## config.mk

```make
export PLATFORM = sky130hd
export DESIGN_NAME = nand_flash_op_sequencer
export DESIGN_NICKNAME = d
export VERILOG_FILES = /design/src/design/nfos_pkg.sv /design/src/design/nand_flash_op_sequencer.sv
export SDC_FILE = /design/constraint.sdc
export NUM_CORES = 1
export LEC_CHECK = 0
export BUFFER_PORTS_ARGS = -buffer_cell sky130_fd_sc_hd__buf_2
export CORE_UTILIZATION = 40
export DETAILED_ROUTE_END_ITERATION = 8
export GPL_ROUTABILITY_DRIVEN = 0
export PLACE_DENSITY_LB_ADDON = 0.25
export SYNTH_ARGS = -nofsm -noshare
export SYNTH_HDL_FRONTEND = slang
export SYNTH_SLANG_ARGS = --single-unit
```

## constraint.sdc

```tcl
create_clock -name clk -period 8.5 [get_ports clk]
set_clock_uncertainty 0.1 [all_clocks]
set_input_delay 0.85 -clock clk [delete_from_list [all_inputs] [get_ports clk]]
set_output_delay 0.85 -clock clk [all_outputs]
set_load 0.005 [all_outputs]
```

## src/design/nfos_pkg.sv

```systemverilog
// Package for the NAND flash operation sequencer.
// Request, bus kind, phase and burst types plus ONFI command bytes.
// No dependencies.
`default_nettype none

package nfos_pkg;

    typedef enum logic [2:0] {
        REQ_START_READ  = 3'd0,
        REQ_START_PROG  = 3'd1,
        REQ_START_ERASE = 3'd2,
        REQ_DATA_BYTE   = 3'd3,
        REQ_CONFIRM     = 3'd4,
        REQ_BUSY_DONE   = 3'd5,
        REQ_READ_STROBE = 3'd6,
        REQ_TICK        = 3'd7
    } req_t;

    typedef enum logic [2:0] {
        BUS_COMMAND    = 3'd0,
        BUS_ADDRESS    = 3'd1,
        BUS_WRITE_DATA = 3'd2,
        BUS_READ_DATA  = 3'd3,
        BUS_COMPLETION = 3'd4,
        BUS_SEQ_ERROR  = 3'd5
    } bus_kind_t;

    typedef enum logic [1:0] {
        PH_IDLE = 2'd0,
        PH_LOAD = 2'd1,
        PH_BUSY = 2'd2,
        PH_OUT  = 2'd3
    } phase_t;

    typedef enum logic [1:0] {
        OP_READ  = 2'd0,
        OP_PROG  = 2'd1,
        OP_ERASE = 2'd2
    } op_kind_t;

    // what a buffered request expands into on the output side
    typedef enum logic [3:0] {
        BK_READ        = 4'd0,
        BK_PROG        = 4'd1,
        BK_ERASE       = 4'd2,
        BK_DATA        = 4'd3,
        BK_CONFIRM     = 4'd4,
        BK_DONE_READ   = 4'd5,
        BK_DONE_STATUS = 4'd6,
        BK_STROBE      = 4'd7,
        BK_ABORT       = 4'd8,
        BK_ERROR       = 4'd9
    } burst_kind_t;

    typedef enum logic [1:0] {
        CFG_ABORT_TICKS   = 2'd0,
        CFG_FAIL_MASK     = 2'd1,
        CFG_RESET_COMMAND = 2'd2
    } cfg_reg_t;

    localparam logic [7:0] CMD_READ         = 8'h00;
    localparam logic [7:0] CMD_READ_CONFIRM = 8'h30;
    localparam logic [7:0] CMD_PROGRAM      = 8'h80;
    localparam logic [7:0] CMD_PROG_CONFIRM = 8'h10;
    localparam logic [7:0] CMD_ERASE        = 8'h60;
    localparam logic [7:0] CMD_ERASE_CONFIRM = 8'hD0;
    localparam logic [7:0] CMD_STATUS_POLL  = 8'h70;

    localparam logic [31:0] TICKS_MAX = 32'hFFFF_FFFF;

endpackage

`default_nettype wire

```

## src/design/nand_flash_op_sequencer.sv

```systemverilog
// NAND flash operation sequencer: turns requests into NAND bus cycles.
// Depends on nfos_pkg.
//
//   channel | signals                                         | direction
//   --------+-------------------------------------------------+----------
//   in      | in_valid/in_ready, req_type, flash_address,     | to block
//           | write_byte, device_byte                         |
//   out     | out_valid/out_ready, bus_kind, bus_byte,        | from block
//           | op_failed, elapsed_ticks, last_of_run           |
//   cfg     | cfg_we, cfg_index, cfg_data                     | to block
//
// A request is decoded and the state updated in the cycle it is accepted;
// its results (up to 7) leave the burst register one per cycle while
// out_ready is high. A request holds the output until its last result
// is taken; the next request is taken in the cycle that result is taken.
// Ticks that give no result are taken every cycle the burst register is free.
// Reset: phase idle, counters zero, abort_ticks 0, fail_mask 1, reset cmd FFh.
`default_nettype none

module nand_flash_op_sequencer #(
    parameter int COLUMN_BITS     = 12,
    parameter int ROW_ADDR_CYCLES = 3
) (
    input  wire logic        clk,
    input  wire logic        rst_n,

    input  wire logic        in_valid,
    output logic             in_ready,
    input  wire logic [2:0]  req_type,
    input  wire logic [30:0] flash_address,
    input  wire logic [7:0]  write_byte,
    input  wire logic [7:0]  device_byte,

    output logic             out_valid,
    input  wire logic        out_ready,
    output logic [2:0]       bus_kind,
    output logic [7:0]       bus_byte,
    output logic             op_failed,
    output logic [31:0]      elapsed_ticks,
    output logic             last_of_run,

    input  wire logic        cfg_we,
    input  wire logic [1:0]  cfg_index,
    input  wire logic [31:0] cfg_data
);
    import nfos_pkg::*;

    localparam int FULL_ADDR = 2 + ROW_ADDR_CYCLES;
    localparam logic [2:0] READ_N  = 3'(FULL_ADDR + 2);
    localparam logic [2:0] PROG_N  = 3'(FULL_ADDR + 1);
    localparam logic [2:0] ERASE_N = 3'(ROW_ADDR_CYCLES + 2);
    localparam logic [2:0] FULL_LAST = 3'(FULL_ADDR);
    localparam logic [2:0] ROW_LAST  = 3'(ROW_ADDR_CYCLES);
    localparam logic [7:0] HI_MASK = 8'((1 << (COLUMN_BITS - 8)) - 1);

    // config registers
    logic [31:0] abort_ticks_reg;
    logic [7:0]  fail_mask_reg;
    logic [7:0]  reset_command_reg;

    // sequencer state
    phase_t      phase_reg, phase_next;
    op_kind_t    op_kind_reg, op_kind_next;
    logic [31:0] tick_count_reg, tick_count_next;
    logic        abort_sent_reg, abort_sent_next;

    // burst register
    logic        burst_valid_reg;
    burst_kind_t bkind_reg, bkind_next;
    logic [30:0] baddr_reg;
    logic [7:0]  bbyte_reg, bbyte_next;
    logic        bfailed_reg, bfailed_next;
    logic [31:0] bticks_reg;
    logic [2:0]  bcount_reg, bcount_next;
    logic [2:0]  bidx_reg;

    req_t        req;
    logic        start_ok;
    logic        in_fire;
    logic        out_fire;
    logic        last_out;
    logic [31:0] tick_inc;

    function automatic logic [7:0] addr_byte(input logic [30:0] a, input logic [2:0] j);
        logic [31:0] row;
        logic [2:0]  r;
        row = {1'b0, a} >> COLUMN_BITS;
        r   = j - 3'd2;
        if (j == 3'd0)
            return a[7:0];
        else if (j == 3'd1)
            return a[15:8] & HI_MASK;
        else
            return row[{r[1:0], 3'b000} +: 8];
    endfunction

    assign req      = req_t'(req_type);
    assign start_ok = (phase_reg == PH_IDLE) || (phase_reg == PH_OUT);
    assign last_out = (bidx_reg == bcount_reg - 3'd1);
    assign out_valid = burst_valid_reg;
    assign out_fire  = burst_valid_reg && out_ready;
    assign in_ready  = !burst_valid_reg || (out_ready && last_out);
    assign in_fire   = in_valid && in_ready;
    assign tick_inc  = (tick_count_reg == TICKS_MAX) ? tick_count_reg
                                                     : tick_count_reg + 32'd1;

    // next state and burst decode
    always_comb
    begin
        phase_next      = phase_reg;
        op_kind_next    = op_kind_reg;
        tick_count_next = tick_count_reg;
        abort_sent_next = abort_sent_reg;
        bkind_next      = BK_ERROR;
        bbyte_next      = 8'h00;
        bfailed_next    = 1'b0;
        bcount_next     = 3'd1;
        case (req)
            REQ_START_READ, REQ_START_PROG, REQ_START_ERASE:
            begin
                if (start_ok)
                begin
                    tick_count_next = 32'd0;
                    abort_sent_next = 1'b0;
                    case (req)
                        REQ_START_READ:
                        begin
                            phase_next   = PH_BUSY;
                            op_kind_next = OP_READ;
                            bkind_next   = BK_READ;
                            bcount_next  = READ_N;
                        end
                        REQ_START_PROG:
                        begin
                            phase_next   = PH_LOAD;
                            op_kind_next = OP_PROG;
                            bkind_next   = BK_PROG;
                            bcount_next  = PROG_N;
                        end
                        default:
                        begin
                            phase_next   = PH_BUSY;
                            op_kind_next = OP_ERASE;
                            bkind_next   = BK_ERASE;
                            bcount_next  = ERASE_N;
                        end
                    endcase
                end
            end
            REQ_DATA_BYTE:
            begin
                if (phase_reg == PH_LOAD)
                begin
                    bkind_next = BK_DATA;
                    bbyte_next = write_byte;
                end
            end
            REQ_CONFIRM:
            begin
                if (phase_reg == PH_LOAD)
                begin
                    bkind_next      = BK_CONFIRM;
                    phase_next      = PH_BUSY;
                    tick_count_next = 32'd0;
                    abort_sent_next = 1'b0;
                end
            end
            REQ_BUSY_DONE:
            begin
                if (phase_reg == PH_BUSY)
                begin
                    if (op_kind_reg == OP_READ)
                    begin
                        bkind_next = BK_DONE_READ;
                        phase_next = PH_OUT;
                    end
                    else
                    begin
                        bkind_next   = BK_DONE_STATUS;
                        bcount_next  = 3'd2;
                        bfailed_next = (device_byte & fail_mask_reg) == fail_mask_reg;
                        phase_next   = PH_IDLE;
                    end
                end
            end
            REQ_READ_STROBE:
            begin
                if (phase_reg == PH_OUT)
                begin
                    bkind_next = BK_STROBE;
                    bbyte_next = device_byte;
                end
            end
            REQ_TICK:
            begin
                bcount_next = 3'd0;
                if (phase_reg == PH_BUSY)
                begin
                    tick_count_next = tick_inc;
                    if (op_kind_reg == OP_PROG && abort_ticks_reg != 32'd0 &&
                        !abort_sent_reg && tick_inc >= abort_ticks_reg)
                    begin
                        abort_sent_next = 1'b1;
                        bkind_next      = BK_ABORT;
                        bbyte_next      = reset_command_reg;
                        bcount_next     = 3'd1;
                    end
                end
            end
            default:
            begin
                bkind_next = BK_ERROR;
            end
        endcase
    end

    // result fields from the burst register
    always_comb
    begin
        bus_kind      = BUS_SEQ_ERROR;
        bus_byte      = 8'h00;
        op_failed     = 1'b0;
        elapsed_ticks = 32'd0;
        last_of_run   = last_out;
        case (bkind_reg)
            BK_READ, BK_PROG:
            begin
                if (bidx_reg == 3'd0)
                begin
                    bus_kind = BUS_COMMAND;
                    bus_byte = (bkind_reg == BK_READ) ? CMD_READ : CMD_PROGRAM;
                end
                else if (bidx_reg <= FULL_LAST)
                begin
                    bus_kind = BUS_ADDRESS;
                    bus_byte = addr_byte(baddr_reg, bidx_reg - 3'd1);
                end
                else
                begin
                    bus_kind = BUS_COMMAND;
                    bus_byte = CMD_READ_CONFIRM;
                end
            end
            BK_ERASE:
            begin
                if (bidx_reg == 3'd0)
                begin
                    bus_kind = BUS_COMMAND;
                    bus_byte = CMD_ERASE;
                end
                else if (bidx_reg <= ROW_LAST)
                begin
                    bus_kind = BUS_ADDRESS;
                    bus_byte = addr_byte(baddr_reg, bidx_reg + 3'd1);
                end
                else
                begin
                    bus_kind = BUS_COMMAND;
                    bus_byte = CMD_ERASE_CONFIRM;
                end
            end
            BK_DATA:
            begin
                bus_kind = BUS_WRITE_DATA;
                bus_byte = bbyte_reg;
            end
            BK_CONFIRM:
            begin
                bus_kind = BUS_COMMAND;
                bus_byte = CMD_PROG_CONFIRM;
            end
            BK_DONE_READ:
            begin
                bus_kind      = BUS_COMPLETION;
                elapsed_ticks = bticks_reg;
            end
            BK_DONE_STATUS:
            begin
                if (bidx_reg == 3'd0)
                begin
                    bus_kind = BUS_COMMAND;
                    bus_byte = CMD_STATUS_POLL;
                end
                else
                begin
                    bus_kind      = BUS_COMPLETION;
                    op_failed     = bfailed_reg;
                    elapsed_ticks = bticks_reg;
                end
            end
            BK_STROBE:
            begin
                bus_kind = BUS_READ_DATA;
                bus_byte = bbyte_reg;
            end
            BK_ABORT:
            begin
                bus_kind = BUS_COMMAND;
                bus_byte = bbyte_reg;
            end
            default:
            begin
                bus_kind = BUS_SEQ_ERROR;
            end
        endcase
    end

    always_ff @(posedge clk or negedge rst_n)
    begin
        if (!rst_n)
        begin
            abort_ticks_reg   <= 32'd0;
            fail_mask_reg     <= 8'h01;
            reset_command_reg <= 8'hFF;
        end
        else if (cfg_we)
        begin
            case (cfg_reg_t'(cfg_index))
                CFG_ABORT_TICKS:   abort_ticks_reg   <= cfg_data;
                CFG_FAIL_MASK:     fail_mask_reg     <= cfg_data[7:0];
                CFG_RESET_COMMAND: reset_command_reg <= cfg_data[7:0];
                default:           ;
            endcase
        end
    end

    always_ff @(posedge clk or negedge rst_n)
    begin
        if (!rst_n)
        begin
            phase_reg      <= PH_IDLE;
            op_kind_reg    <= OP_READ;
            tick_count_reg <= 32'd0;
            abort_sent_reg <= 1'b0;
        end
        else if (in_fire)
        begin
            phase_reg      <= phase_next;
            op_kind_reg    <= op_kind_next;
            tick_count_reg <= tick_count_next;
            abort_sent_reg <= abort_sent_next;
        end
    end

    always_ff @(posedge clk or negedge rst_n)
    begin
        if (!rst_n)
        begin
            burst_valid_reg <= 1'b0;
            bidx_reg        <= 3'd0;
            bcount_reg      <= 3'd1;
        end
        else if (in_fire && bcount_next != 3'd0)
        begin
            burst_valid_reg <= 1'b1;
            bidx_reg        <= 3'd0;
            bcount_reg      <= bcount_next;
        end
        else if (out_fire)
        begin
            if (last_out)
                burst_valid_reg <= 1'b0;
            else
                bidx_reg <= bidx_reg + 3'd1;
        end
    end

    always_ff @(posedge clk)
    begin
        if (in_fire && bcount_next != 3'd0)
        begin
            bkind_reg   <= bkind_next;
            baddr_reg   <= flash_address;
            bbyte_reg   <= bbyte_next;
            bfailed_reg <= bfailed_next;
            bticks_reg  <= tick_count_reg;
        end
    end

    a_idx_in_range: assert property (@(posedge clk) disable iff (!rst_n)
        burst_valid_reg |-> (bidx_reg < bcount_reg))
        else $error("burst index beyond burst length");

    a_accept_free: assert property (@(posedge clk) disable iff (!rst_n)
        in_fire |-> (!burst_valid_reg || (out_ready && last_out)))
        else $error("request accepted over a pending burst");

    a_abort_prog: assert property (@(posedge clk) disable iff (!rst_n)
        abort_sent_reg |-> (op_kind_reg == OP_PROG))
        else $error("abort flagged outside a program operation");

    a_load_prog: assert property (@(posedge clk) disable iff (!rst_n)
        (phase_reg == PH_LOAD) |-> (op_kind_reg == OP_PROG))
        else $error("data load phase without program operation");

endmodule

`default_nettype wire
```

==> out/summary.md <==
The async set or reset register ratio after synthesis works out to 0.548. Sorting the synthesized cells by area gives the leading types as edfxtp_1, dfrtp_1, ha_1. In this run, synthesis inferred 76 flip-flops with an integrated enable. A synthesized cell averages 9.94 µm².

The tools report the effective utilization at floorplan as 0.412. The detailed router's first-iteration violation count was 704. Fill cells in the final layout number 2245. The count of input and output buffers works out to 135.

The die covers 24100 µm². The number of clock buffers added by TritonCTS is 17. For the worst setup path, the data required time is 8.46 ns. The run gives 0 as the DRC violations left. For the pin with the worst max-slew slack, the measured transition is 0.942 ns. The run gives 64 as the largest net degree at the start of global routing. Number of nets in the final layout: 1192. For the post-synthesis instance area, the log shows 9410 µm².

The non-filler instance count after layout was 1385. Counting flops and latches in the post-synthesis netlist gives 168. The largest area contributor in the synthesized netlist was edfxtp_1. The maximum number of buffers from clock root to sink is 2. CTS built an H-tree with a depth of 4. For the number of cells after detailed placement, the log shows 1353. The later-pin clock latency in the skew report came out at 0.43 ns. The number of antenna violations at the first check in global routing is 0, and the headroom to the max-slew limit is 0.372. For the maximum vdd ir drop, the log shows 0.185 mV.

The routed layout has 7435 vias. The fraction of final layout cells sized beyond drive strength 1 is 0.214. The critical path is of the reg -> reg type.

Hold repair after CTS inserted 0 buffers. Setup violations remaining at the end of the flow were counted as 0. After floorplanning, the core was divided into 55 placement rows. Along the worst path, the maximum fanout reaches 57.

The average wire per cell in the routed design was 16.9 µm. The tree is rooted in a clkbuf_16. The worst setup path is captured at a flip-flop. The kind of start point of the critical path was a flip-flop. After layout, the design draws a total of 2.74 mW.

Measured along the y axis, the die boundary spans 155 µm. Counting every sink on the clock net gives 168. For this run the aggregate overflow at the end of global routing stands at 0. From left edge to right edge, the die measures 155 µm. The unique cell type count in the Yosys netlist was 68; the share of the clock period used by the worst path was 0.683.

The final layout contains routed wiring with a total length of 23.4 mm. The run gives 0.200 as the total global-route track usage. nand2_1 is the most common cell in the netlist. The run gives 4.65 nW as the leakage power total.

The number of detailed-route iterations in the first pass was 8; the post-place setup slack was 2.65 ns. The class of the tightest hold or removal check is in -> async. The number of nets in the synthesized netlist is 1079. TritonCTS built the clock tree.

Summing all multi-input logic gate instances after layout gives 4370 µm². The run gives 0 as the residual antenna-violating net count after detailed routing. For this run, the leading register cell type out of synthesis is dfrtp_1. The flow ran to the end, and the final reports show no timing, DRC or antenna violations. The total count of hold-check failures in the final report was 0; the via count of the first global-routing pass was 6929. Setup repair after global routing left no endpoint under its margin.

Sequential share of the synthesized area: 0.489. The endpoint identified for the worst register-to-register timing path is bticks_reg[17]. The share of the synthesized area in the top cell type is 0.243. Clock-pin slew was measured on the worst setup and hold paths at 0.07 ns. The tools report the number of diodes added for antenna fixing as 0.

The final hold slack was 0.284 ns. By count the netlist is led by nand2_1, o21ai_0, dfrtp_1, edfxtp_1, inv_1. The most critical setup path has its startpoint at tick_count_reg[0].

The clock period minus final worst setup slack came out at 5.81 ns. The tools report the total area of sequential cells as 4600 µm². The count of maximum capacitance violations is 0, and the logic depth of the worst register-to-register path is 15. The number of setup buffers added after CTS is 0. The run gives 37.6 mm as the wire length of the first global-routing pass. Relative to the synthesized area, the layout overhead comes to 15.7%.

For flop-to-flop paths, the worst setup slack is 2.69 ns. The number of max-slew violations in the final report is 0. Area of the placeable core: 22800 µm².

The startpoint of the most critical register-to-register path was tick_count_reg[0]. Summed over all failing endpoints, the final setup total negative slack is 0 ns. Maximum operating frequency: 0.172 GHz. For this design the top-level I/O count stands at 136.

The total power divided by cell area was 252 nW/µm²; the post-CTS resize count was 0. Synthesis produced 946 cells. Using the TritonRoute via totals, the vias-per-cell ratio works out to 5.37. Setup slack closes at 2.69 ns. The wire-length estimate of the detail-placed layout is 17.2 mm. At the worst endpoint, the arrival time is 5.76 ns. Yosys printed 0 warnings.
==> how the worst max path moves through the flow <==
stage / to / slack [ns] / cells after the start
after floorplan: baddr_reg[0] / 0.80 / 15
after detailed placement: bticks_reg[17] / 2.65 / 15
after CTS: bticks_reg[17] / 2.67 / 15
after global routing: bticks_reg[23] / 2.13 / 14
final: bticks_reg[17] / 2.69 / 15
after global placement: bticks_reg[17] / 2.83 / 15
==> power breakdown <==
group | internal, mW | total, mW | switching (mW) | leakage (nW)
clock | 0.394 | 0.730 | 0.336 | 0.273
combinational | 0.362 | 0.883 | 0.521 | 2.53
sequential | 1.02 | 1.13 | 0.108 | 1.85
==> placed cells by master, fill, tap and decap left out, drive strengths merged, types with 7 or more instances in the layout <==
cell type,count
buf,143
nand2,112
o21ai,91
dfrtp,82
edfxtp,76
inv,72
a21oi,47
ha,44
and2,41
nor2,39
mux2,29
xnor2,26
nand3,24
o31ai,23
clkbuf,20
nand4,19
nor3,13
a22oi,11
nor4,11
and3,10
nor2b,10
dfstp,10
o211ai,9
a31oi,9
xor2,7
==> logic make-up after synthesis <==
kind of cell | synth area share
buffers and inverters | 0.0493
AO/OA/AOI/OAI | 0.166
AND/OR/NAND/NOR | 0.163
multiplexers | 0.0411
XOR/XNOR | 0.0331
flip-flops | 0.489
adder cells (fa/ha/maj) | 0.0585
==> worst max-delay path: stages, from the launching register on <==
cell,delay [ns]
dfrtp_1,0.48
ha_1,0.31
nand4_1,0.20
or4_4,0.50
or3_1,0.55
nand2_2,0.23
nor2_1,0.08
xor2_1,0.15
ha_1,0.30
nand4_1,0.11
nor3_1,0.25
o311ai_0,0.21
a31oi_1,0.42
nor2_1,0.22
a21oi_4,0.60
buf_4,0.69
==> final cells by class <==
cell class / count / area share
multi-input combinational: 664 / 0.401
timing repair buffer: 143 / 0.0678
clock inverter: 12 / 0.00816
sequential: 168 / 0.422
tap: 313 / 0.0360
inverter: 65 / 0.0224
clock buffer: 20 / 0.0420
==> routing by layer <==
| layer | wire (µm) | global-route usage | up-vias | part of all wire |
|---|---|---|---|---|
| li1 | - | - | 3671 | - |
| met4 | 308 | 0.0598 | 0 | 0.013 |
| met5 | 0 | 0 | - | 0 |
| met3 | 1330 | 0.0359 | 18 | 0.057 |
| met2 | 9960 | 0.287 | 192 | 0.43 |
| met1 | 11800 | 0.304 | 3554 | 0.50 |
==> stage by stage <==
| step | area (µm²) | utilization |
|---|---|---|
| 3_5_place_dp | 10300 | 0.452 |
| 5_1_grt | 10900 | 0.476 |
| 2_1_floorplan | 9410 | - |
| 4_1_cts | 10900 | 0.476 |
| 3_3_place_gp | 10300 | 0.452 |
| 6_report | 10900 | 0.476 |
No activity file was read; power rests on OpenSTA's default activity.
